===== src/hdl/mpp_pkg.sv =====
// mpp_pkg: shared constants and types for the map point projection block
// register indexes, reset values, default widths; no dependencies
`timescale 1ns / 1ps

package mpp_pkg;

	localparam int COORD_BITS_DEF = 12;
	localparam int FRAC_BITS_DEF  = 14;
	localparam int CFG_IDX_W      = 3;
	localparam int CFG_DATA_W     = 32;
	localparam int DEPTH_W        = 24;
	// quotient bits kept; anything at or above 2^QBITS saturates the result
	localparam int QBITS          = 17;
	localparam int FRONT_LAT      = 5;
	localparam int LANE_LAT       = QBITS + 6;

	typedef enum logic [CFG_IDX_W-1:0] {
		CFG_ROTATION    = 3'd0,
		CFG_TILT        = 3'd1,
		CFG_MAP_CENTER  = 3'd2,
		CFG_HGT_CENTER  = 3'd3,
		CFG_SCALE       = 3'd4,
		CFG_OFFSET      = 3'd5,
		CFG_CAM_DIST    = 3'd6,
		CFG_PERSPECTIVE = 3'd7
	} cfg_idx_t;

	localparam logic [31:0]        ROTATION_RST = 32'h4000_0000;
	localparam logic [31:0]        TILT_RST     = 32'h4000_0000;
	localparam logic [31:0]        SCALE_RST    = 32'h0001_0000;
	localparam logic [DEPTH_W-1:0] CAM_DIST_RST = 24'h00_0100;
	localparam logic [DEPTH_W-1:0] DEPTH_ONE    = 24'h00_0100;

endpackage


===== src/hdl/mpp_lane.sv =====
// mpp_lane: scale, shift, divide by depth, offset and saturate for one axis
// pipelined magnitude multiply and restoring divider; uses mpp_pkg
`timescale 1ns / 1ps

module mpp_lane #(
	parameter int AW   = 35,
	parameter int SH_O = 31,
	parameter int SH_P = 23
) (
	input  logic                            clk,
	input  logic                            en,
	input  logic                            persp,
	input  logic [31:0]                     scale,
	input  logic signed [15:0]              off,
	input  logic signed [AW-1:0]            a,
	input  logic [mpp_pkg::DEPTH_W-1:0]     d,
	output logic signed [15:0]              res
);

	localparam int HW = (AW + 1) / 2;
	localparam int PW = AW + 32;
	localparam int VW = PW - SH_P;
	localparam int QB = mpp_pkg::QBITS;
	localparam int DW = mpp_pkg::DEPTH_W;
	localparam int RW = DW + 1;
	localparam int NW = QB + 3;
	localparam logic signed [NW-1:0] SMAX = NW'(32767);
	localparam logic signed [NW-1:0] SMIN = -NW'(32768);

	logic          neg_s1;
	logic [AW-1:0] mag_s1;
	logic [DW-1:0] d_s1;

	logic                 neg_s2;
	logic [HW+31:0]       pl_s2;
	logic [AW-HW+31:0]    ph_s2;
	logic [DW-1:0]        d_s2;

	logic          neg_s3;
	logic [PW-1:0] prod_s3;
	logic [DW-1:0] d_s3;

	logic          neg_s4;
	logic          frac_s4;
	logic [VW-1:0] v_s4;
	logic [DW-1:0] d_s4;

	logic [RW-1:0] rem_s  [QB+1];
	logic [QB-1:0] low_s  [QB+1];
	logic [QB-1:0] quo_s  [QB+1];
	logic [DW-1:0] dd_s   [QB+1];
	logic          neg_s  [QB+1];
	logic          frac_s [QB+1];
	logic          ovf_s  [QB+1];

	always_ff @(posedge clk) begin
		if (en) begin
			neg_s1 <= a[AW-1];
			mag_s1 <= a[AW-1] ? AW'(-a) : AW'(a);
			d_s1   <= d;

			neg_s2 <= neg_s1;
			pl_s2  <= mag_s1[HW-1:0] * scale;
			ph_s2  <= mag_s1[AW-1:HW] * scale;
			d_s2   <= d_s1;

			neg_s3  <= neg_s2;
			prod_s3 <= PW'(pl_s2) + (PW'(ph_s2) << HW);
			d_s3    <= d_s2;

			neg_s4  <= neg_s3;
			v_s4    <= persp ? VW'(prod_s3 >> SH_P) : VW'(prod_s3 >> SH_O);
			frac_s4 <= persp ? (prod_s3[SH_P-1:0] != '0) : (prod_s3[SH_O-1:0] != '0);
			d_s4    <= d_s3;

			rem_s[0]  <= RW'(v_s4 >> QB);
			low_s[0]  <= v_s4[QB-1:0];
			quo_s[0]  <= '0;
			dd_s[0]   <= d_s4;
			neg_s[0]  <= neg_s4;
			frac_s[0] <= frac_s4;
			ovf_s[0]  <= (v_s4 >> QB) >= VW'(d_s4);
		end
	end

	// one quotient bit per stage
	for (genvar k = 0; k < QB; k++) begin : g_div
		logic [RW-1:0] trial;
		logic          take;
		assign trial = {rem_s[k][RW-2:0], low_s[k][QB-1]};
		assign take  = trial >= {1'b0, dd_s[k]};
		always_ff @(posedge clk) begin
			if (en) begin
				rem_s[k+1]  <= take ? trial - {1'b0, dd_s[k]} : trial;
				low_s[k+1]  <= low_s[k] << 1;
				quo_s[k+1]  <= {quo_s[k][QB-2:0], take};
				dd_s[k+1]   <= dd_s[k];
				neg_s[k+1]  <= neg_s[k];
				frac_s[k+1] <= frac_s[k];
				ovf_s[k+1]  <= ovf_s[k];
			end
		end
	end

	logic              frac_f;
	logic [QB:0]       qx;
	logic signed [NW-1:0] q_e, off_e, n, r;

	always_comb begin
		frac_f = frac_s[QB] | (rem_s[QB] != '0);
		qx     = ovf_s[QB] ? (QB+1)'(1) << QB : {1'b0, quo_s[QB]};
		q_e    = signed'(NW'(qx));
		off_e  = NW'(off);
		if (neg_s[QB]) begin
			n = off_e - q_e;
			r = (n > 0 && frac_f) ? n - 1 : n;
		end else begin
			n = q_e + off_e;
			r = (n < 0 && frac_f) ? n + 1 : n;
		end
	end

	always_ff @(posedge clk) begin
		if (en) begin
			if (r > SMAX)
				res <= 16'sh7fff;
			else if (r < SMIN)
				res <= -16'sh8000;
			else
				res <= r[15:0];
		end
	end

endmodule


===== config.mk =====
export PLATFORM = sky130hd
export DESIGN_NAME = mpp_lane
export DESIGN_NICKNAME = d
export VERILOG_FILES = /design/src/hdl/mpp_pkg.sv /design/src/hdl/mpp_lane.sv
export SDC_FILE = /design/constraint.sdc
export NUM_CORES = 2
export LEC_CHECK = 0
export BUFFER_PORTS_ARGS = -buffer_cell sky130_fd_sc_hd__buf_2
export CORE_ASPECT_RATIO = 0.5
export CORE_MARGIN = 3
export CORE_UTILIZATION = 30
export CTS_CLUSTER_DIAMETER = 150
export DETAILED_ROUTE_END_ITERATION = 8
export GPL_ROUTABILITY_DRIVEN = 0
export PLACE_DENSITY = 0.55
export SKIP_CTS_REPAIR_TIMING = 1
export SYNTH_ARGS = -nofsm -noshare
export SYNTH_HDL_FRONTEND = slang
export SYNTH_SLANG_ARGS = --single-unit

===== constraint.sdc =====
create_clock -name clk -period 8.3 [get_ports clk]
set_clock_uncertainty 0.15 [all_clocks]
set_input_delay 1.66 -clock clk [delete_from_list [all_inputs] [get_ports clk]]
set_output_delay 1.66 -clock clk [all_outputs]
set_load 0.02 [all_outputs]

After elaboration in Yosys (flattened, before gate mapping) --
Memory sizes are Yosys's and may differ from the RTL's. Index checks and enable logic that the tools add are counted.
Word-level totals: flip-flop bits (word level) 362, latch bits 0, bits in writable memories 1548, bits in read-only memories 0, output and inout bits 16, logic and storage cells 104, memories 7
Memory list:
- rem_s | words 18, bits a word 25, rd ports 18, clocked after memory_dff 0, write ports 18, line mpp_lane.sv:48 | logic [RW-1:0] rem_s [QB+1];
- dd_s | words 18, bits a word 24, rd ports 17, clocked after memory_dff 0, write ports 18, line mpp_lane.sv:51 | logic [DW-1:0] dd_s [QB+1];
- low_s | words 18, bits a word 17, rd ports 17, clocked after memory_dff 0, write ports 18, line mpp_lane.sv:49 | logic [QB-1:0] low_s [QB+1];
- quo_s | words 18, bits a word 17, rd ports 18, clocked after memory_dff 0, write ports 18, line mpp_lane.sv:50 | logic [QB-1:0] quo_s [QB+1];
- frac_s | words 18, bits a word 1, rd ports 18, clocked after memory_dff 0, write ports 18, line mpp_lane.sv:53 | logic frac_s [QB+1];
- neg_s | words 18, bits a word 1, rd ports 18, clocked after memory_dff 0, write ports 18, line mpp_lane.sv:52 | logic neg_s [QB+1];
- 1 more memories
Operators by class: add/subtract/negate cells 23, multipliers 2, divide/modulo/power cells 0, order comparisons 22, equality and inequality tests 0, shift operators 0, muxes and demuxes 27, bitwise gates (word level) 1, reductions and logical operators 5
Operators with widths (count):
- $ge A25 B24 Y1 | 17
- $mux W25 | 17
- $sub A25 B24 Y25 | 17
- $add A50 B67 Y67 | 1
- $mux W20 | 3
- $mul A18 B32 Y50 | 1
- $mul A17 B32 Y49 | 1
- $mux W36 | 1
- $neg A35 Y35 | 1
- $mux W34 | 1
- $reduce_bool A31 Y1 | 1
- $ge A27 B24 Y1 | 1
- $reduce_bool A25 Y1 | 1
- $reduce_bool A23 Y1 | 1
- $add A19 B16 Y20 | 1
- $add A20 B2 Y20 const B | 1
- $gt A20 B1 Y1 const B | 1
- $gt A20 B16 Y1 const B | 1
- $lt A20 B1 Y1 const B | 1
- $lt A20 B16 Y1 const B | 1
- $sub A16 B19 Y20 | 1
- $sub A20 B2 Y20 const B | 1
- $mux W18 | 1
- $mux W16 | 1
- 3 further kinds | 6

Depth between registers and ports, before layout --
An unclocked memory read counts as a cell.
word-level depth 9, gate-level depth with buffers 27, depth with buffers taken out 26

Worst setup path before layout --
Ideal clock, no wire load.
kind input to register, start input scale[10], end register pl_s2[42], data pin, library setup time 0.260 ns, arrival 7.941 ns, data required time 7.890 ns, path slack -0.050 ns, stages 24, path buffers 1, cell sequence clkbuf_1 -> nand2_1 -> fa_1 -> fa_1 -> fa_1 -> fa_1 -> inv_1 -> fa_1 -> inv_1 -> fa_1 -> inv_1 -> ha_1 -> a21o_1 -> a21o_1 -> a21o_1 -> o21ai_0 -> a31oi_1 -> o41a_1 -> nor3_1 -> nor3_1 -> or3_1 -> a221o_1 -> a21oi_1 -> xnor2_1
On the way: longest elaborated chain between the ends 1
RTL lines:
- start: declaration | line mpp_lane.sv:13 | input logic [31:0] scale,
- $mul A18 B32 Y50 | line mpp_lane.sv:63 | pl_s2 <= mag_s1[HW-1:0] * scale;
- end signal: assignment | line mpp_lane.sv:63
- end: declaration | line mpp_lane.sv:35 | logic [HW+31:0] pl_s2;
Every way passes these cells. A chain may end at the register's enable or synchronous reset.

Worst setup path after layout --
start input scale[7], end register pl_s2[42], data pin
Same word-level chain as after synthesis.

==> summary.md <==
| Metric | Value |
|---|---|
| Run status | `finished, final reports clean` |
| Worst path arrival time | `8.44 ns` |
| Number of flops mapped to enable cells by yosys | `1563` |
| Worst skew pair latency | `0.86 ns` |
| Number of sinks handled by clock tree synthesis | `1563` |
| Total Die Area | `0.387 mm^2` |
| TritonCTS clock tree | `done` |
| Post-synth top flop | `edfxtp_1` |
| Detail Route Antenna Nets | `0` |
| DP Area | `0.122 mm^2` |
| Total CTS buffers | `168` |
| R2R cell count | `24` |
| Depth of the worst hold-timing path | `0` |
| Synth Register Bits | `around 1600` |
| Instance count of the mapped netlist | `a little over 10000` |
| Count leader, synth | `inv_1` |
| Deepest clock path buffer count | `4` |
| Nature of the critical path endpoint | `flop` |
| Cell type contributing the most total cell area after synthesis | `edfxtp_1` |
| Number of top-level design ports | `126` |
| Number of global-route vias before repair | `76320` |
| Reg-to-reg startpoint | `mag_s1[4]$_DFFE_PP_` |
| Final layout net count | `roughly 12000` |
| Post-CTS clock slew at the launch and capture registers of the worst setup and hold paths | `0.06 ns` |
| Total nets after synthesis | `about 12000` |
| Class of the most critical hold timing path | `reg2reg` |
| Total Wirelength | `257 mm` |
| Area fraction of the dominant cell type after synthesis | `41.2%` |
| Starting density of the core | `between 30% and 40%` |
| Iteration count of the initial detailed-routing pass | `6` |
| Average wire per standard cell | `around 16 um` |
| Reg-to-reg setup timing slack | `0.52 ns` |
| Filler instances | `approximately 37000` |
| Root Buffer Master | `clkbuf_16` |
| Die Span Y | `approximately 440 um` |
| Worst setup path endpoint | `pl_s2[42]$_DFFE_PP_` |
| Yosys cell types | `93` |
| Required time of the critical path | `8.70 ns` |
| Share of synthesized flip-flops with an asynchronous set or reset | `0%` |
| Total number of yosys warnings | `0` |
| Largest net degree at the start of global routing | `about 190` |
| Overall die width | `877 um` |
| Top post-synthesis cells by area | `edfxtp_1 41%, fa_1 17%, ha_1 8.3%, inv_1 5.7%, nand2_1 3.3%` |
| Fraction of layout cells with a size suffix above 1 | `9.93%` |
| Min cycle time layout | `8.04 ns` |
| Worst relative slew slack | `about 18%` |
| Total standard cell area after synthesis | `0.114 mm^2` |
| Max frequency | `around 0.12 GHz` |
| Max Cap Violations | `0` |
| Ratio of final minimum period to clock period | `96.8%` |
| Area occupied by registers | `about 0.047 mm^2` |
| Crit path max fanout | `2` |
| Transition time of the tightest slew-check pin | `around 1.2 ns` |
| Terminus of the critical flop-to-flop path | `pl_s2[42]$_DFFE_PP_` |
| Ranking of synthesized cells by instance count | `1742 x inv_1, 1563 x edfxtp_1, 1005 x nand2_1` |
| H-tree depth reported by CTS | `4` |
| Final-report setup violation count | `0` |
| Element type at the critical path start | `input port` |
| Critical path origin | `scale[7]` |
| Area taken by multi-input logic gates | `0.0592 mm^2` |
| Layout overhead on the synthesized area | `12.1%` |
| Synth Area per Inst | `11.1 um^2` |
| Via-per-instance ratio | `4.61` |
| Sequential area share after synthesis | `41.2%` |
| Area of the core | `0.377 mm^2` |
| Setup repair after global routing missed its margin | `no` |
| DR DRC count | `0` |
| Wire length of the first global-routing pass | `417 mm` |
| Placed wire-length estimate after detailed placement | `200 mm` |
| Vias | `72724` |
| Port buffer count | `125` |
| Hold Vio Cnt, Final | `0` |
| Finished layout cell area | `around 0.13 mm^2` |
| Site Rows | `159` |
| Slew Limit Fails | `0` |
| DRC marker count from the first detailed-route iteration | `4054` |
| Start-to-end type of the worst setup path | `in2reg` |
| Final global-route overflow total | `0` |
| Initial antenna violation count | `8` |
| Total global-route track usage | `13.3%` |
layout make-up:
| type | count | area share (%) |
|---|---|---|
| multi-input cells | 6677 | 46.4 |
| flip-flops and latches | 1563 | 36.8 |
| inverters | 1744 | 5.13 |
| clock inverters | 94 | 0.674 |
| diodes | 6 | 0.0118 |
| well taps | 5071 | 4.97 |
| repair buffers | 442 | 2.62 |
| clock buffers | 195 | 3.39 |
cell usage in the layout, fill, tap and decap left out, types with 24 or more instances in the layout:
master,synthesis,layout
clkbuf_16,0,169
xnor2_1,378,378
nor4_1,42,42
nand2b_1,93,93
clkbuf_1,291,26
edfxtp_1,1563,1563
o21a_1,66,66
and3_1,66,66
mux2i_1,48,48
o31ai_1,55,55
o21ai_0,289,286
nand2_1,1005,1005
nor3_1,118,117
a31oi_1,44,42
or2_2,24,24
a211oi_1,27,27
o21bai_1,47,47
ha_1,753,753
mux2_2,309,309
a21boi_0,44,43
buf_2,6,124
nor2b_1,110,110
nor2_1,395,395
or3_1,53,53
xor2_1,140,140
a21oi_1,438,436
buf_4,0,290
clkinv_2,0,26
nand4_1,75,75
fa_1,949,949
nand3_1,132,132
inv_1,1742,1742
buf_12,0,26
a21o_1,208,208
clkinv_1,2,35
and2_1,461,461
o211ai_1,24,24
routing by layer:
metal  vias up  wire (um)  track usage, %  share of wire (%)
met5         -          0               0                  0
li1      35146          -               -                  -
met3       423       9870            1.75                3.8
met2      1267     124000            23.3                 48
met4         0       8700            4.47                3.4
met1     35888     114000            17.0                 44
state kept, by name, summed over array words and instances (netlist names), 16 cells and up:
signal   flops
d_s1        24
d_s2        24
d_s3        24
d_s4        24
dd_s       408
frac_s      18
low_s      153
mag_s1      35
neg_s       18
ovf_s       18
ph_s2       49
pl_s2       50
prod_s3     67
quo_s      153
rem_s      433
res         16
v_s4        44
cell families after synthesis:
logic type                 after synthesis  synth area share (%)
and+or+nand+nor                       2650                  11.4
buffers and inverters                 2050                  6.78
DFF                                   1563                  41.2
AOI/OAI and AO/OA                     1449                  8.18
adders and majority gates             1702                  25.0
muxes                                  358                  3.49
xor gates and xnor gates               518                  3.99
worst min path at each step:
stage,to,from
after floorplan,d_s2[0]$_DFFE_PP_,d_s1[0]$_DFFE_PP_
after global placement,low_s[7][16]$_DFFE_PP_,low_s[6][15]$_DFFE_PP_
after detailed placement,d_s2[14]$_DFFE_PP_,d_s1[14]$_DFFE_PP_
after CTS,prod_s3[1]$_DFFE_PP_,pl_s2[1]$_DFFE_PP_
after global routing,low_s[3][14]$_DFFE_PP_,low_s[2][13]$_DFFE_PP_
final,low_s[2][12]$_DFFE_PP_,low_s[1][11]$_DFFE_PP_
critical path: stages:
cell     delay, ns
buf_2         0.11
and2_1        0.15
fa_1          0.53
inv_1         0.06
fa_1          0.46
fa_1          0.50
fa_1          0.56
inv_1         0.06
fa_1          0.48
inv_1         0.05
fa_1          0.47
inv_1         0.04
ha_1          0.28
a21o_1        0.18
a21o_1        0.17
a21o_1        0.19
o21ai_1       0.22
a31oi_2       0.18
o41a_1        0.59
nor3_2        0.28
buf_4         0.14
nor3_1        0.05
or3_1         0.40
a221o_1       0.35
a21oi_1       0.18
xnor2_1       0.11
metrics by stage:
stage / utilization, % / instances / setup WS [ns] / hold WS [ns] / TNS [ns]
after detailed placement: 32.5 / 15497 / -0.807 / 0.255 / -12.52
after global placement: 32.5 / 15497 / -0.693 / 0.251 / -10.09
after CTS: 33.9 / 15786 / 0.105 / 0.225 / 0
after floorplan: - / 10290 / 0.0177 / 0.250 / 0
final: 33.9 / 15792 / 0.261 / 0.229 / 0
after global routing: 33.9 / 15788 / 0.0170 / 0.229 / 0
Power is left out: the tool's default activity adds up to more than one toggle a clock period on the data nets, which glitch-free logic cannot reach.
